===== src/rtl/vcr_pkg.sv =====
`timescale 1ns / 1ps
`default_nettype none
package vcr_pkg;

    localparam int MAX_ALT_DEF   = 64;
    localparam int MAX_CRIT_DEF  = 8;
    localparam int VALUE_BITS_DEF = 16;

    localparam int S_BITS = 22;
    localparam int R_BITS = 18;
    localparam int Q_BITS = 17;
    localparam int IDX_BITS = 6;
    localparam int M_TDATA_W = 64;
    localparam int CFG_IDX_W = 3;
    localparam int CFG_DATA_W = 64;
    localparam int DIV_W = 32;

    localparam logic [Q_BITS-1:0] FRAC_ONE = 17'd65536;
    localparam logic [S_BITS-1:0] S_MAX = 22'd4194303;
    localparam logic [R_BITS-1:0] R_MAX = 18'd262143;

    localparam logic [CFG_IDX_W-1:0] CFG_ALT_COUNT  = 3'd0;
    localparam logic [CFG_IDX_W-1:0] CFG_CRIT_COUNT = 3'd1;
    localparam logic [CFG_IDX_W-1:0] CFG_DIRECTIONS = 3'd2;
    localparam logic [CFG_IDX_W-1:0] CFG_WEIGHTS    = 3'd3;
    localparam logic [CFG_IDX_W-1:0] CFG_STRATEGY   = 3'd4;

    localparam logic [1:0] DIR_LOWER  = 2'd0;
    localparam logic [1:0] DIR_HIGHER = 2'd1;

    typedef enum logic [3:0] {
        ST_IDLE,
        ST_BW_RD,
        ST_BW_ACC,
        ST_SR_RD,
        ST_SR_X,
        ST_SR_DIV,
        ST_SR_WR,
        ST_Q_RD,
        ST_Q_LD,
        ST_Q_DS,
        ST_Q_DR,
        ST_EM_RD,
        ST_EM_CMP,
        ST_EM_OUT
    } state_t;

    typedef struct packed {
        logic             start;
        logic [DIV_W-1:0] num;
        logic [DIV_W-1:0] den;
    } div_req_t;

    typedef struct packed {
        logic              mark;
        logic [Q_BITS-1:0] q;
        logic [R_BITS-1:0] r;
        logic [S_BITS-1:0] s;
    } score_entry_t;

endpackage
`default_nettype wire


===== src/rtl/vcr_div.sv =====
`timescale 1ns / 1ps
`default_nettype none
module vcr_div (
    input  logic                    clk,
    input  logic                    rstn,
    input  vcr_pkg::div_req_t       req,
    output logic                    done,
    output logic [vcr_pkg::Q_BITS-1:0] quo
);
    import vcr_pkg::*;

    // Restoring division of num * 2^16 by den, one quotient bit a cycle.
    // The numerator never exceeds the divisor, so seventeen bits suffice.
    logic [DIV_W:0]    rem_reg, rem_next;
    logic [DIV_W-1:0]  den_reg, den_next;
    logic [Q_BITS-1:0] q_reg, q_next;
    logic [4:0]        cnt_reg, cnt_next;
    logic              busy_reg, busy_next;
    logic              done_reg, done_next;
    logic              ge;
    logic [DIV_W:0]    diff;

    always_comb begin
        rem_next  = rem_reg;
        den_next  = den_reg;
        q_next    = q_reg;
        cnt_next  = cnt_reg;
        busy_next = busy_reg;
        done_next = 1'b0;
        ge   = rem_reg >= {1'b0, den_reg};
        diff = ge ? rem_reg - {1'b0, den_reg} : rem_reg;
        if (busy_reg) begin
            q_next   = {q_reg[Q_BITS-2:0], ge};
            rem_next = {diff[DIV_W-1:0], 1'b0};
            cnt_next = cnt_reg - 5'd1;
            if (cnt_reg == 5'd0) begin
                busy_next = 1'b0;
                done_next = 1'b1;
            end
        end else if (req.start) begin
            rem_next  = {1'b0, req.num};
            den_next  = req.den;
            q_next    = '0;
            cnt_next  = 5'(Q_BITS - 1);
            busy_next = 1'b1;
        end
    end

    always_ff @(posedge clk) begin
        if (!rstn) begin
            busy_reg <= 1'b0;
            done_reg <= 1'b0;
        end else begin
            busy_reg <= busy_next;
            done_reg <= done_next;
        end
        rem_reg <= rem_next;
        den_reg <= den_next;
        q_reg   <= q_next;
        cnt_reg <= cnt_next;
    end

    // A zero divisor marks a flat or ignored quantity: the ratio is zero.
    assign done = done_reg;
    assign quo  = (den_reg == '0) ? '0 : q_reg;

endmodule
`default_nettype wire


===== config.mk =====
export PLATFORM = sky130hd
export DESIGN_NAME = vcr_div
export DESIGN_NICKNAME = d
export VERILOG_FILES = /design/src/rtl/vcr_pkg.sv /design/src/rtl/vcr_div.sv
export SDC_FILE = /design/constraint.sdc
export NUM_CORES = 1
export LEC_CHECK = 0
export BUFFER_PORTS_ARGS = -buffer_cell sky130_fd_sc_hd__buf_2
export CORE_MARGIN = 5
export CORE_UTILIZATION = 30
export DETAILED_ROUTE_END_ITERATION = 8
export PLACE_DENSITY = 0.57
export SLEW_MARGIN = 20
export SYNTH_ARGS = -nofsm -noshare
export SYNTH_HDL_FRONTEND = slang
export SYNTH_SLANG_ARGS = --single-unit

===== constraint.sdc =====
create_clock -name clk -period 5.1 [get_ports clk]
set_input_delay 1.02 -clock clk [delete_from_list [all_inputs] [get_ports clk]]
set_output_delay 1.02 -clock clk [all_outputs]
set_load 0.05 [all_outputs]

==> metrics.md <==
| Metric | Value |
|---|---|
| Max-Cap Viols | 0 |
| Via count | 4375 |
| Detail Route Antenna Nets | 0 |
| Status | finished clean |
| Worst-margin pin slew | 841 ps |
| RSZ-0062 raised after global routing | false |
| RePlAce Congestion | 0.907 |
| Clock sink count | 89 |
| Share of layout cells above drive strength 1 | 0.183 |
| EDFF count, synth | 86 |
| Setup TNS | 0 ps |
| Net Sw Power | 0.000866 W |
| H-Tree Depth | 3 |
| ANT cells | 0 |
| Setup crit end kind | output port |
| IO Pins | 85 |
| Utilization after layout | 0.354 |
| Max FFs per register | 33 |
| Clock root cell | clkbuf_16 |
| Startpoint of the worst register-to-register path | rem_reg[1]$_DFFE_PP_ |
| Initial Utilization | 0.303 |
| Combinational Power Share | 0.348 |
| Fin crit period | 3640 ps |
| Core footprint | 18600 um^2 |
| Ys flop type | edfxtp_1 |
| CP startpoint | den_reg[21]$_DFFE_PP_ |
| Starting DRT DRC Count | 288 |
| Clk_lat worst skew | 350 ps |
| Hold Path Stages | 2 |
| HP Class | reg -> reg |
| Leak pwr | 2.72 nW |
| Clock tree buffer depth | 2 |
| Postcts setup bufs | 0 |
| Period Utilization, post-route | 0.713 |
| Port buffer count | 84 |
| Nets@finish | 730 |
| Hold buffers post-CTS | 0 |
| Synth cell types | 56 |
| Crit path max fanout | 17 |
| Largest cells by area after synthesis | edfxtp_1 46%, ha_1 7.3%, xnor2_1 3.4% |
| First-pass GRT wire length | 23100 um |
| Die ar. | 21600 um^2 |
| Final Power | 0.00256 W |
| Final hold violations | 0 |
| Initial antenna violation count | 0 |
| CTS tree | done |
| Slew margin rel. | 0.439 |
| DRC | 0 |
| Pin count of the biggest net entering global routing | 61 |
| Setup violators final | 0 |
| Vias per cell | 5.04 |
| Rows | 50 |
| Mapped Avg Cell Area | 10.2 um^2 |
| Final setup skew | 8.13 ps |
| Largest area contributor in the netlist | edfxtp_1 |
| Seq pwr share | 0.376 |
| Clk pwr share | 0.276 |
| Die Width | 147 um |
| WP data required | 4080 ps |
| Area grow syn2layout | 16.7% |
| Syn Nets | 656 |
| Switching Share | 0.339 |
| Clock Pin Slew Worst Setup and Hold Paths | 60 ps |
| Crit path DAT | 2620 ps |
| PostCTS Resize Cnt | 0 |
| WL per Instance | 16.7 um |
| Pint | 0.00169 W |
| WS Path Type | reg -> out |
| GRT Residual Overflow | 0 |
| Number of global-route vias before repair | 4483 |
| Async S/R FF share, synth | 0 |
| Mapped cell area | 5640 um^2 |
| Setup crit start kind | flop |
| Yosys reg bits | 89 |
| DRT Pass-1 Iters | 5 |
| GR Util All Layers | 0.134 |
| Synthesis Warnings | 0 |
| Max-slew violation count | 0 |
| Pwr Density | 388 nW/um^2 |
| Die height | 147 um |
| Hold Startpoint | rem_reg[0]$_SDFFE_PP0P_ |
| Sequential fraction of the synthesis area | 0.469 |
| Fmax achieved | 0.275 GHz |
| Cells after Synth | 555 |
| Hold_ws | 513 ps |
| Worst vdd ir | 0.163 mV |
| Post-synth top area share | 0.458 |
| Cts bufs inserted | 9 |
| Drt total wl | 14500 um |
| Cell count of the worst reg-to-reg path | 9 |
| Detailed Place HPWL | 10900 um |
## cells in the final DEF, fill, tap and decap left out, drive strengths merged, types with 3 or more instances in the layout
cell,synthesis,layout
and2,20,20
a211oi,6,6
o21ai,42,42
edfxtp,86,86
nor3,9,9
nor2,25,25
o21bai,4,4
ha,33,33
a31oi,8,8
clkinv,0,3
buf,11,88
xor2,9,9
nor2b,23,23
and4,3,3
a32oi,10,10
xnor2,22,22
a21o,6,6
clkbuf,14,10
inv,44,45
nor4,10,10
nand2,51,51
o31ai,4,4
nand3,11,11
mux2i,19,19
a21oi,39,39
o21a,6,6
o221ai,4,4
dfxtp,3,3
nand4,9,9
or2,4,4
## cells in the mapped netlist (2+ instances only)
master / count
dfxtp_1: 3
and3_1: 2
inv_1: 43
edfxtp_1: 86
o221ai_1: 2
nand3_1: 11
o21ai_0: 12
buf_2: 9
and4_1: 3
nor2_1: 25
nor2b_1: 23
mux2i_1: 19
nand2b_1: 2
a21oi_1: 37
nor3b_1: 2
o221ai_2: 2
or2_1: 2
xor2_1: 9
nand2_1: 50
o221a_2: 2
clkbuf_1: 14
xnor2_1: 22
a32oi_1: 10
a31oi_1: 8
o21a_1: 6
a21o_1: 6
a41oi_1: 2
a211oi_2: 2
a211oi_1: 4
buf_6: 2
nor3_1: 9
o21bai_1: 4
nand4_1: 9
ha_1: 33
o21ai_1: 30
nor4_1: 10
and2_1: 20
o31ai_1: 2
## critical path: stages, from the launching register on
cell      delay (ps)
edfxtp_1         400
nor4_1           670
nand4_1          200
nor2_2           650
nor2b_1          100
buf_2            240
## worst paths after layout
kind | endpoint | slack (ps)
worst max-delay path | quo[14] | 1460
worst min register to register | rem_reg[0]$_SDFFE_PP0P_ | 510
worst min-delay path | rem_reg[0]$_SDFFE_PP0P_ | 510
worst max register to register | rem_reg[27]$_DFFE_PP_ | 1630
## area by class of cell
cell class              count  area [um^2]
fillers                  1924        12000
well taps                 234          293
repair buffers             88          450
clock inverters             6         81.3
clock buffers              10          229
inverters                  44          165
flip-flops and latches     89         2640
multi-input cells         397         2720
## per-layer routing
metal	vias to the layer above	track usage	share of wire
met3	17	0.0327	0.046
li1	2173	-	-
met2	100	0.214	0.46
met4	0	0.0401	0.018
met5	-	0	0
met1	2085	0.180	0.47
## power by group through the flow
stage | clock, W | sequential [W] | combinational [W]
6_report | 0.000706 | 0.000961 | 0.000889
3_5_place_dp | 0 | 0.000976 | 0.000884
5_1_grt | 0.000753 | 0.000970 | 0.000990
4_1_cts | 0.000723 | 0.000962 | 0.000890
2_1_floorplan | 0 | 0.000958 | 0.000697
3_3_place_gp | 0 | 0.000974 | 0.000878
## through the flow
stage | area (um^2) | setup slack (ps) | instances
6_report | 6580 | 1460 | 868
5_1_grt | 6580 | 1250 | 868
4_1_cts | 6580 | 1370 | 868
3_5_place_dp | 6270 | 1650 | 852
3_3_place_gp | 6270 | 1420 | 852
2_1_floorplan | 5640 | 2140 | 555
## kinds of logic after synthesis
group,after synthesis,synth area share
and+or+nand+nor,172,0.155
xor gates and xnor gates,31,0.0482
DFF,89,0.469
AOI/OAI and AO/OA,141,0.167
buffers and inverters,69,0.0506
adders and majority gates,34,0.0768
muxes,19,0.0337
(Power assumes the default switching activity.)
